File: config.mk
export PLATFORM = sky130hd
export DESIGN_NAME = base64_stream_decoder_flat
export DESIGN_NICKNAME = d
export VERILOG_FILES = /design/src/rtl/core/b64d_pkg.sv /design/src/rtl/core/b64d_char_if.sv /design/src/rtl/core/b64d_result_if.sv /design/src/rtl/core/b64d_front.sv /design/src/rtl/core/b64d_queue.sv /design/src/rtl/core/b64d_back.sv /design/src/rtl/core/base64_stream_decoder.sv /design/src/flat_wrapper.sv
export SDC_FILE = /design/constraint.sdc
export NUM_CORES = 1
export LEC_CHECK = 0
export BUFFER_PORTS_ARGS = -buffer_cell sky130_fd_sc_hd__buf_2
export CAP_MARGIN = 20
export CORE_AREA = 2 2 109 133
export CTS_CLUSTER_SIZE = 10
export DETAILED_ROUTE_END_ITERATION = 7
export DIE_AREA = 0 0 111 135
export GPL_ROUTABILITY_DRIVEN = 0
export GPL_TIMING_DRIVEN = 0
export PLACE_DENSITY_LB_ADDON = 0.3
export SYNTH_ARGS = -nofsm -noshare
export SYNTH_HDL_FRONTEND = slang
export SYNTH_HIERARCHICAL = 1
export SYNTH_SLANG_ARGS = --single-unit
File: constraint.sdc
create_clock -name i_clk -period 5.9 [get_ports i_clk]
set_input_delay 0 -clock i_clk [delete_from_list [all_inputs] [get_ports i_clk]]
set_output_delay 0 -clock i_clk [all_outputs]
set_load 0.1 [all_outputs]
File: src/rtl/core/b64d_pkg.sv
// b64d_pkg: types, constants and the character classifier of the base64 stream decoder.
// Depends on nothing; used by b64d_front, b64d_queue, b64d_back and the top level.
`default_nettype none

package b64d_pkg;

    localparam int unsigned QUEUE_DEPTH = 2;

    localparam logic [7:0] CHAR_PAD   = 8'h3D;
    localparam logic [7:0] CHAR_PLUS  = 8'h2B;
    localparam logic [7:0] CHAR_SLASH = 8'h2F;
    localparam logic [7:0] CHAR_UP_A  = 8'h41;
    localparam logic [7:0] CHAR_UP_Z  = 8'h5A;
    localparam logic [7:0] CHAR_LO_A  = 8'h61;
    localparam logic [7:0] CHAR_LO_Z  = 8'h7A;
    localparam logic [7:0] CHAR_DIG_0 = 8'h30;
    localparam logic [7:0] CHAR_DIG_9 = 8'h39;

    localparam logic [7:0] LOWER_BASE = 8'd26;
    localparam logic [7:0] DIGIT_BASE = 8'd52;
    localparam logic [5:0] PLUS_VAL   = 6'd62;
    localparam logic [5:0] SLASH_VAL  = 6'd63;

    typedef enum logic [1:0] {
        CLS_SEXTET = 2'd0,
        CLS_PAD    = 2'd1,
        CLS_BAD    = 2'd2
    } t_cls_kind;

    typedef struct packed {
        t_cls_kind  kind;
        logic [5:0] value;
    } t_cls;

    // one entry per input transaction that yields results
    typedef struct packed {
        logic [23:0] word;
        logic [1:0]  last_idx;
        logic        bytes_valid;
        logic        bad;
        logic        eom;
    } t_job;

    function automatic t_cls classify(input logic [7:0] c);
        t_cls r;
        r.kind  = CLS_BAD;
        r.value = 6'd0;
        if (c >= CHAR_UP_A && c <= CHAR_UP_Z) begin
            r.kind  = CLS_SEXTET;
            r.value = 6'(c - CHAR_UP_A);
        end else if (c >= CHAR_LO_A && c <= CHAR_LO_Z) begin
            r.kind  = CLS_SEXTET;
            r.value = 6'(c - CHAR_LO_A + LOWER_BASE);
        end else if (c >= CHAR_DIG_0 && c <= CHAR_DIG_9) begin
            r.kind  = CLS_SEXTET;
            r.value = 6'(c - CHAR_DIG_0 + DIGIT_BASE);
        end else if (c == CHAR_PLUS) begin
            r.kind  = CLS_SEXTET;
            r.value = PLUS_VAL;
        end else if (c == CHAR_SLASH) begin
            r.kind  = CLS_SEXTET;
            r.value = SLASH_VAL;
        end else if (c == CHAR_PAD) begin
            r.kind  = CLS_PAD;
        end
        return r;
    endfunction

endpackage

`default_nettype wire

File: src/rtl/core/b64d_char_if.sv
// b64d_char_if: input channel of the base64 stream decoder, one character per transaction.
// Depends on nothing.
`default_nettype none

interface b64d_char_if;
    logic       valid;
    logic       ready;
    logic [7:0] char_code;
    logic       last_char;

    modport source (output valid, output char_code, output last_char, input ready);
    modport sink   (input valid, input char_code, input last_char, output ready);
endinterface

`default_nettype wire

File: src/rtl/core/b64d_result_if.sv
// b64d_result_if: result channel of the base64 stream decoder, one result per transaction.
// Depends on nothing.
`default_nettype none

interface b64d_result_if;
    logic       valid;
    logic       ready;
    logic [7:0] out_byte;
    logic       byte_valid;
    logic       bad_char;
    logic       last_of_run;
    logic       end_of_message;

    modport source (output valid, output out_byte, output byte_valid, output bad_char,
                    output last_of_run, output end_of_message, input ready);
    modport sink   (input valid, input out_byte, input byte_valid, input bad_char,
                    input last_of_run, input end_of_message, output ready);
endinterface

`default_nettype wire

File: src/rtl/core/b64d_front.sv
// b64d_front: accepts characters, keeps the group state and builds one job per result run.
// Depends on b64d_pkg and b64d_char_if.
`default_nettype none

module b64d_front (
    input  wire logic          i_clk,
    input  wire logic          i_rst_n,
    b64d_char_if.sink          i_char,
    input  wire logic          i_q_full,
    output      logic          o_push,
    output      b64d_pkg::t_job o_job
);

    logic [17:0] r_acc, n_acc;
    logic [1:0]  r_gp, n_gp;
    logic        r_pad, n_pad;
    logic [1:0]  r_cbp, n_cbp;
    logic        r_discard, n_discard;

    b64d_pkg::t_cls w_cls;
    logic           w_accept;

    assign i_char.ready = !i_q_full;
    assign w_accept     = i_char.valid && !i_q_full;
    assign w_cls        = b64d_pkg::classify(i_char.char_code);

    always_comb begin
        logic [1:0]  emit_cnt;
        logic [17:0] emit_acc;
        logic        full3;
        logic        bad;
        logic        has;
        n_acc     = r_acc;
        n_gp      = r_gp;
        n_pad     = r_pad;
        n_cbp     = r_cbp;
        n_discard = r_discard;
        emit_cnt  = 2'd0;
        emit_acc  = r_acc;
        full3     = 1'b0;
        bad       = 1'b0;
        has       = 1'b0;
        o_job     = '0;

        if (!r_discard) begin
            if (r_pad) begin
                n_gp = r_gp + 2'd1;
                if (r_gp == 2'd3) begin
                    emit_cnt = r_cbp;
                    n_acc = '0; n_gp = '0; n_pad = 1'b0; n_cbp = '0;
                end
            end else begin
                unique case (w_cls.kind)
                    b64d_pkg::CLS_PAD: begin
                        n_pad = 1'b1;
                        n_cbp = r_gp;
                        n_gp  = r_gp + 2'd1;
                        if (r_gp == 2'd3) begin
                            emit_cnt = 2'd3;
                            n_acc = '0; n_gp = '0; n_pad = 1'b0; n_cbp = '0;
                        end
                    end
                    b64d_pkg::CLS_BAD: begin
                        bad       = 1'b1;
                        n_discard = 1'b1;
                        n_acc = '0; n_gp = '0; n_pad = 1'b0; n_cbp = '0;
                    end
                    default: begin
                        if (r_gp == 2'd3) begin
                            full3 = 1'b1;
                            n_acc = '0; n_gp = '0; n_pad = 1'b0; n_cbp = '0;
                        end else begin
                            n_acc = {r_acc[11:0], w_cls.value};
                            n_gp  = r_gp + 2'd1;
                        end
                    end
                endcase
            end
        end

        if (i_char.last_char) begin
            // treat a cut-short final group as padded
            if (!n_discard && (n_gp != 2'd0 || n_pad)) begin
                emit_cnt = n_pad ? n_cbp : n_gp;
                emit_acc = n_acc;
            end
            n_acc = '0; n_gp = '0; n_pad = 1'b0; n_cbp = '0;
            n_discard = 1'b0;
        end

        if (full3) begin
            o_job.word        = {r_acc, w_cls.value};
            o_job.last_idx    = 2'd2;
            o_job.bytes_valid = 1'b1;
            has               = 1'b1;
        end else if (emit_cnt == 2'd3) begin
            o_job.word        = {emit_acc, 6'd0};
            o_job.last_idx    = 2'd1;
            o_job.bytes_valid = 1'b1;
            has               = 1'b1;
        end else if (emit_cnt == 2'd2) begin
            o_job.word        = {emit_acc[11:0], 12'd0};
            o_job.last_idx    = 2'd0;
            o_job.bytes_valid = 1'b1;
            has               = 1'b1;
        end else if (bad || i_char.last_char) begin
            o_job.bad = bad;
            has       = 1'b1;
        end
        o_job.eom = i_char.last_char;
        o_push    = w_accept && has;
    end

    always_ff @(posedge i_clk) begin
        if (!i_rst_n) begin
            r_acc     <= '0;
            r_gp      <= '0;
            r_pad     <= 1'b0;
            r_cbp     <= '0;
            r_discard <= 1'b0;
        end else if (w_accept) begin
            r_acc     <= n_acc;
            r_gp      <= n_gp;
            r_pad     <= n_pad;
            r_cbp     <= n_cbp;
            r_discard <= n_discard;
        end
    end

endmodule

`default_nettype wire

File: src/rtl/core/b64d_queue.sv
// b64d_queue: short register queue of jobs between the front and the back.
// Depends on b64d_pkg.
`default_nettype none

module b64d_queue #(
    parameter int unsigned DEPTH = b64d_pkg::QUEUE_DEPTH
) (
    input  wire logic           i_clk,
    input  wire logic           i_rst_n,
    input  wire logic           i_push,
    input  wire b64d_pkg::t_job i_job,
    input  wire logic           i_pop,
    output      b64d_pkg::t_job o_job,
    output      logic           o_full,
    output      logic           o_empty
);

    localparam int unsigned PTR_W = (DEPTH > 1) ? $clog2(DEPTH) : 1;
    localparam int unsigned CNT_W = $clog2(DEPTH + 1);

    b64d_pkg::t_job r_mem [DEPTH];
    logic [PTR_W-1:0] r_wr, r_rd;
    logic [CNT_W-1:0] r_cnt;

    assign o_full  = (r_cnt == CNT_W'(DEPTH));
    assign o_empty = (r_cnt == '0);
    assign o_job   = r_mem[r_rd];

    function automatic logic [PTR_W-1:0] bump(input logic [PTR_W-1:0] p);
        return (p == PTR_W'(DEPTH - 1)) ? '0 : p + PTR_W'(1);
    endfunction

    always_ff @(posedge i_clk) begin
        if (i_push) begin
            r_mem[r_wr] <= i_job;
        end
    end

    always_ff @(posedge i_clk) begin
        if (!i_rst_n) begin
            r_wr  <= '0;
            r_rd  <= '0;
            r_cnt <= '0;
        end else begin
            if (i_push) begin
                r_wr <= bump(r_wr);
            end
            if (i_pop) begin
                r_rd <= bump(r_rd);
            end
            if (i_push && !i_pop) begin
                r_cnt <= r_cnt + CNT_W'(1);
            end else if (i_pop && !i_push) begin
                r_cnt <= r_cnt - CNT_W'(1);
            end
        end
    end

endmodule

`default_nettype wire

File: src/rtl/core/b64d_back.sv
// b64d_back: takes jobs from the queue and hands out their results one per transaction.
// Depends on b64d_pkg and b64d_result_if.
`default_nettype none

module b64d_back (
    input  wire logic           i_clk,
    input  wire logic           i_rst_n,
    input  wire b64d_pkg::t_job i_job,
    input  wire logic           i_q_empty,
    output      logic           o_pop,
    b64d_result_if.source       o_result
);

    logic           r_busy;
    b64d_pkg::t_job r_job;
    logic [1:0]     r_idx;
    logic           w_done;
    logic           w_last;

    assign w_last = (r_idx == r_job.last_idx);
    assign w_done = r_busy && o_result.ready && w_last;
    assign o_pop  = !i_q_empty && (!r_busy || w_done);

    assign o_result.valid          = r_busy;
    assign o_result.byte_valid     = r_job.bytes_valid;
    assign o_result.bad_char       = r_job.bad;
    assign o_result.last_of_run    = w_last;
    assign o_result.end_of_message = r_job.eom && w_last;

    always_comb begin
        case (r_idx)
            2'd0:    o_result.out_byte = r_job.word[23:16];
            2'd1:    o_result.out_byte = r_job.word[15:8];
            2'd2:    o_result.out_byte = r_job.word[7:0];
            default: o_result.out_byte = 8'd0;
        endcase
    end

    always_ff @(posedge i_clk) begin
        if (o_pop) begin
            r_job <= i_job;
        end
    end

    always_ff @(posedge i_clk) begin
        if (!i_rst_n) begin
            r_busy <= 1'b0;
            r_idx  <= '0;
        end else if (o_pop) begin
            r_busy <= 1'b1;
            r_idx  <= '0;
        end else if (w_done) begin
            r_busy <= 1'b0;
            r_idx  <= '0;
        end else if (r_busy && o_result.ready) begin
            r_idx <= r_idx + 2'd1;
        end
    end

endmodule

`default_nettype wire

File: src/rtl/core/base64_stream_decoder.sv
// Channel   Dir  Interface        Transaction
// i_char    in   b64d_char_if     one base64 character with its end-of-message mark
// o_result  out  b64d_result_if   one decoded byte, error or end marker
//
// One character is taken per cycle while the job queue has room.
// A character that closes a group holds the result port for up to three results;
// the job queue (QUEUE_DEPTH entries) absorbs that while characters keep coming.
// Jobs are registered in the queue and then in the back. Reset: synchronous.
// A stalled result port backs up through the queue to i_char.ready.
// base64_stream_decoder: top level; joins the front, the job queue and the back.
// Depends on b64d_pkg, b64d_char_if, b64d_result_if, b64d_front, b64d_queue, b64d_back.
`default_nettype none

module base64_stream_decoder #(
    parameter int unsigned QUEUE_DEPTH = b64d_pkg::QUEUE_DEPTH
) (
    input  wire logic     i_clk,
    input  wire logic     i_rst_n,
    b64d_char_if.sink     i_char,
    b64d_result_if.source o_result
);

    logic           w_push;
    logic           w_pop;
    logic           w_full;
    logic           w_empty;
    b64d_pkg::t_job w_in_job;
    b64d_pkg::t_job w_out_job;

    b64d_front u_front (
        .i_clk   (i_clk),
        .i_rst_n (i_rst_n),
        .i_char  (i_char),
        .i_q_full(w_full),
        .o_push  (w_push),
        .o_job   (w_in_job)
    );

    b64d_queue #(
        .DEPTH(QUEUE_DEPTH)
    ) u_queue (
        .i_clk  (i_clk),
        .i_rst_n(i_rst_n),
        .i_push (w_push),
        .i_job  (w_in_job),
        .i_pop  (w_pop),
        .o_job  (w_out_job),
        .o_full (w_full),
        .o_empty(w_empty)
    );

    b64d_back u_back (
        .i_clk    (i_clk),
        .i_rst_n  (i_rst_n),
        .i_job    (w_out_job),
        .i_q_empty(w_empty),
        .o_pop    (w_pop),
        .o_result (o_result)
    );

`ifndef SYNTH
    a_bad_alone: assert property (@(posedge i_clk) disable iff (!i_rst_n)
        o_result.valid && o_result.bad_char |-> !o_result.byte_valid && o_result.last_of_run)
        else $error("error result shares a run with bytes");

    a_eom_closes_run: assert property (@(posedge i_clk) disable iff (!i_rst_n)
        o_result.valid && o_result.end_of_message |-> o_result.last_of_run)
        else $error("end of message before end of run");

    a_no_pop_when_empty: assert property (@(posedge i_clk) disable iff (!i_rst_n)
        w_pop |-> !w_empty)
        else $error("job queue read while empty");

    a_push_only_on_room: assert property (@(posedge i_clk) disable iff (!i_rst_n)
        w_push |-> !w_full && i_char.valid)
        else $error("job pushed without an accepted character");
`endif

endmodule

`default_nettype wire
File: src/flat_wrapper.sv
// flat-port wrapper written by rule: the top's interface ports become plain ports
module base64_stream_decoder_flat 
#(
    parameter int unsigned QUEUE_DEPTH = b64d_pkg::QUEUE_DEPTH
)
  (i_clk, i_rst_n, i_char_valid, i_char_char_code, i_char_last_char, i_char_ready, o_result_valid, o_result_out_byte, o_result_byte_valid, o_result_bad_char, o_result_last_of_run, o_result_end_of_message, o_result_ready);
  b64d_char_if i_char_i ();
  b64d_result_if o_result_i ();
  input  wire logic i_clk;
  input  wire logic i_rst_n;
  input wire logic [$bits(i_char_i.valid)-1:0] i_char_valid;
  input wire logic [$bits(i_char_i.char_code)-1:0] i_char_char_code;
  input wire logic [$bits(i_char_i.last_char)-1:0] i_char_last_char;
  output wire logic [$bits(i_char_i.ready)-1:0] i_char_ready;
  output wire logic [$bits(o_result_i.valid)-1:0] o_result_valid;
  output wire logic [$bits(o_result_i.out_byte)-1:0] o_result_out_byte;
  output wire logic [$bits(o_result_i.byte_valid)-1:0] o_result_byte_valid;
  output wire logic [$bits(o_result_i.bad_char)-1:0] o_result_bad_char;
  output wire logic [$bits(o_result_i.last_of_run)-1:0] o_result_last_of_run;
  output wire logic [$bits(o_result_i.end_of_message)-1:0] o_result_end_of_message;
  input wire logic [$bits(o_result_i.ready)-1:0] o_result_ready;
  assign i_char_i.valid = i_char_valid;
  assign i_char_i.char_code = i_char_char_code;
  assign i_char_i.last_char = i_char_last_char;
  assign i_char_ready = i_char_i.ready;
  assign o_result_valid = o_result_i.valid;
  assign o_result_out_byte = o_result_i.out_byte;
  assign o_result_byte_valid = o_result_i.byte_valid;
  assign o_result_bad_char = o_result_i.bad_char;
  assign o_result_last_of_run = o_result_i.last_of_run;
  assign o_result_end_of_message = o_result_i.end_of_message;
  assign o_result_i.ready = o_result_ready;
  base64_stream_decoder #(.QUEUE_DEPTH(QUEUE_DEPTH)) u_core (.i_clk(i_clk), .i_rst_n(i_rst_n), .i_char(i_char_i), .o_result(o_result_i));
endmodule
==> impl_metrics.csv <==
group,metric,value,unit
worst_setup_path,r2r-end,"u_core/u_queue/r_mem[0][8]$_DFFE_PP_",
power,p_leak,2.558,nW
route,ant_nets,0,
route,drt_iter0_markers,356,
cts,cts.sinks,119,
logic_synthesis,seq_area_frac_synth,0.5371,
final_layout,fin_cells,746,
timing,slew_viol_final,0,
status,outcome,"finished, final reports clean",
logic_synthesis,synth-seq-cells,119,
hold_path,min_path_cells,2,
worst_setup_path,reg2reg_depth,9,
cts,cts-root-buf,"clkbuf_16",
floorplan,initial_core_util,0.4459,
final_layout,area_growth,16.38,%
logic_synthesis,synthFlopType,"edfxtp_1",
timing,setup_ws,1.228,ns
timing,post-route-min-period,4.672,ns
floorplan,rows,47,
placement,dpl.hpwl,9447,µm
floorplan,die_h,135,µm
worst_setup_path,worst_setup_path_end_kind,"register",
worst_setup_path,critPathTopFamily,"simple AND/OR/NAND/NOR gates",
timing,worst_pin_slew,0.8498,ns
logic_synthesis,avgSynthCellArea,11.78,µm²
logic_synthesis,yosys_warnings,6,
power,peakVddDrop,0.0004412,V
timing,tns,0,ns
logic_synthesis,synth_top_cell_by_area,"edfxtp_1",
cts,cts_buffer_depth,2,
route,viasPerCell,5.834,
cts,htree_num_levels,4,
placement,dpl.cell_count,712,
hold_path,worstHoldEndpoint,"u_core/u_queue/r_wr$_SDFFE_PN0P_",
logic_synthesis,synth_area,6057,µm²
worst_setup_path,slowest_delay,0.78,ns
timing,max_freq,214.0,MHz
worst_setup_path,cp-start-kind,"input port",
global_route,antenna_found_initial,0,
floorplan,dieArea,14990,µm²
logic_synthesis,synth_cell_type_count,79,
logic_synthesis,synth_edf_count,87,
timing,fin_hold_ws,0.01602,ns
floorplan,fp.coreArea,13580,µm²
global_route,grt_pass1_vias,4320,
global_route,grtUsageTotal,0.1852,
floorplan,die_w,111,µm
cts,clk_pin_slew_worst_paths,0.05,ns
route,drc,0,
route,num_vias,4352,
logic_synthesis,synth_area_leaders,"edfxtp_1, dfxtp_1, mux2_2",
cts,cts_setup_buffers,0,
placement,portBuffers,25,
placement,post-place-ws,0.8311,ns
cts,cts_tree,"yes",
global_route,grt_start_max_net_pins,31,
cts,cts_buffers,17,
timing,clock-skew-final,0.01145,ns
final_layout,antennaDiodeCount,0,
worst_setup_path,crit_required,5.93,ns
global_route,grt_pass1_wl,21700,µm
timing,hold_viol_final,0,
cts,ctsResizeCount,0,
route,firstDrtPassIters,5,
hold_path,min_from,"i_rst_n",
timing,setup_viol,0,
worst_setup_path,rr_startpoint,"u_core/u_front/r_gp[0]$_SDFFE_PN0P_",
logic_synthesis,yosysTopAreaCellShare,0.4313,
route,wl,13310,µm
hold_path,min_path_type,"in -> reg",
final_layout,final_nets,594,
final_layout,drive_gt1_frac,0.2070,
worst_setup_path,crit_type,"in -> reg",
worst_setup_path,critical_path_arrival,4.70,ns
worst_setup_path,slowest_stage,"nor2b_4",
timing,slew_headroom,0.4323,
global_route,grt.overflow.total,0,
flow_run,cap_violations,0,
worst_setup_path,crit_fanout,30,
cts,postCtsHoldBufs,2,
timing,rsz0062_at_grt,"false",
logic_synthesis,syn_nets,546,
worst_setup_path,r2r_slack,2.45,ns
cts,clk-insertion-delay-late,0.41,ns
route,routedWlPerCell,17.84,µm
power,p_per_area,450.5,nW/µm²
logic_synthesis,synthArstFlopShare,0,
worst_setup_path,path_buf_inv,3,
worst_setup_path,path_cells,"buf_2 > inv_1 > ha_1 > nor2b_1 > a2bb2oi_1 > a311o_1 > nor2b_1 > nor2b_1 > inv_1 > ha_1 > nor2b_2 > or3_4 > o21ba_2 > o211ai_2 > nand2_1 > nor2_2 > a21oi_1 > nor2b_4",
floorplan,ios,27,
worst_setup_path,crit_top_cell,"nor2b_1",
timing,period_share,0.7919,
logic_synthesis,syn_inst,514,
==> per-stage QoR <==
stage                     power [W]  area, µm²  utilization
after floorplan            0.001983       6057            -
after global placement     0.002150       6396       0.4708
after detailed placement   0.002200       6459       0.4755
after CTS                  0.003198       7049       0.5189
after global routing       0.003306       7049       0.5189
final                      0.003176       7049       0.5189
==> layout by cell type, fill, tap and decap left out, types with 12 or more instances in the layout <==
| cell type | Yosys | layout |
|---|---|---|
| a21oi_1 | 13 | 13 |
| a22oi_1 | 23 | 23 |
| buf_2 | 6 | 31 |
| clkbuf_1 | 10 | 13 |
| clkbuf_16 | 0 | 17 |
| dfxtp_1 | 32 | 32 |
| edfxtp_1 | 87 | 87 |
| ha_1 | 19 | 19 |
| inv_1 | 23 | 23 |
| mux2_2 | 30 | 30 |
| nand2_1 | 33 | 33 |
| nand3_1 | 12 | 12 |
| nor2_1 | 31 | 31 |
| nor2b_1 | 32 | 31 |
==> layer usage <==
metal / part of all wire / wire (µm) / GRT usage
met5: 0 / 0 / 0
met2: 0.52 / 6941 / 0.3306
met3: 0.042 / 557 / 0.03995
met4: 0.022 / 292 / 0.1028
met1: 0.41 / 5518 / 0.2060
==> power breakdown <==
part | leakage, nW | internal (W) | switching (W)
logic | 1.19 | 0.000261 | 0.000731
clock network | 0.280 | 0.000653 | 0.000340
registers | 1.09 | 0.00113 | 0.0000619
total | 2.56 | 0.00204 | 0.00113
==> cells in the mapped netlist (4+ instances only) <==
library cell and number:
a221oi_1 9, nand2_1 33, a21oi_1 13, nor2_1 31, ha_1 19, clkbuf_1 10, a22o_1 7, nand2b_1 6
xor2_1 4, nor2b_1 32, a211oi_1 8, a21o_1 4, xnor2_1 6, inv_1 23, edfxtp_1 87, a22oi_1 23
nand3_1 12, buf_2 6, mux2_2 30, dfxtp_1 32, a222oi_1 9, o211ai_1 4, o21ai_0 8, and2_1 10
==> final cells by class <==
cell class / instances / area, µm²
inverter: 25 / 93.84
timing repair buffer: 29 / 200.2
buffer: 22 / 116.4
fill: 1152 / 6535
clock inverter: 12 / 133.9
clock buffer: 20 / 436.7
multi-input combinational: 348 / 2601
sequential: 119 / 3253
tap: 171 / 214.0
==> worst max path at each step <==
stage | from | endpoint | slack, ns | depth (start not counted)
2_1_floorplan | i_char_char_code[2] | u_core/u_queue/r_mem[0][0]$_DFFE_PP_ | 1.02 | 18
3_3_place_gp | i_char_char_code[0] | u_core/u_queue/r_mem[0][16]$_DFFE_PP_ | -0.41 | 18
3_5_place_dp | i_char_char_code[0] | u_core/u_queue/r_mem[0][16]$_DFFE_PP_ | 0.83 | 18
4_1_cts | i_char_char_code[0] | u_core/u_queue/r_mem[0][9]$_DFFE_PP_ | 1.24 | 18
5_1_grt | i_char_char_code[0] | u_core/u_queue/r_mem[0][8]$_DFFE_PP_ | 0.83 | 18
6_report | i_char_char_code[0] | u_core/u_queue/r_mem[0][8]$_DFFE_PP_ | 1.23 | 18
==> logic make-up (layout without fill, tap and decap cells) <==
group / Yosys count / count (layout) / share of synthesized area
xor+xnor: 10 / 10 / 0.01446
fa+ha+maj: 19 / 19 / 0.03925
mux: 31 / 31 / 0.05804
buf+inv: 47 / 108 / 0.03470
simple gates: 157 / 157 / 0.1401
flops: 119 / 119 / 0.5371
compound gates: 131 / 131 / 0.1764
==> sequential cells by signal, indices dropped and copies added (netlist names), 2 cells and up, named ones only <==
name / flops
u_core/u_back/r_idx: 2
u_core/u_back/r_job: 27
u_core/u_front/r_cbp: 2
u_core/u_queue/r_mem: 58
u_core/u_front/r_gp: 2
u_core/u_queue/r_cnt: 2
u_core/u_front/r_acc: 18
Power figures use the tool's default switching activity.
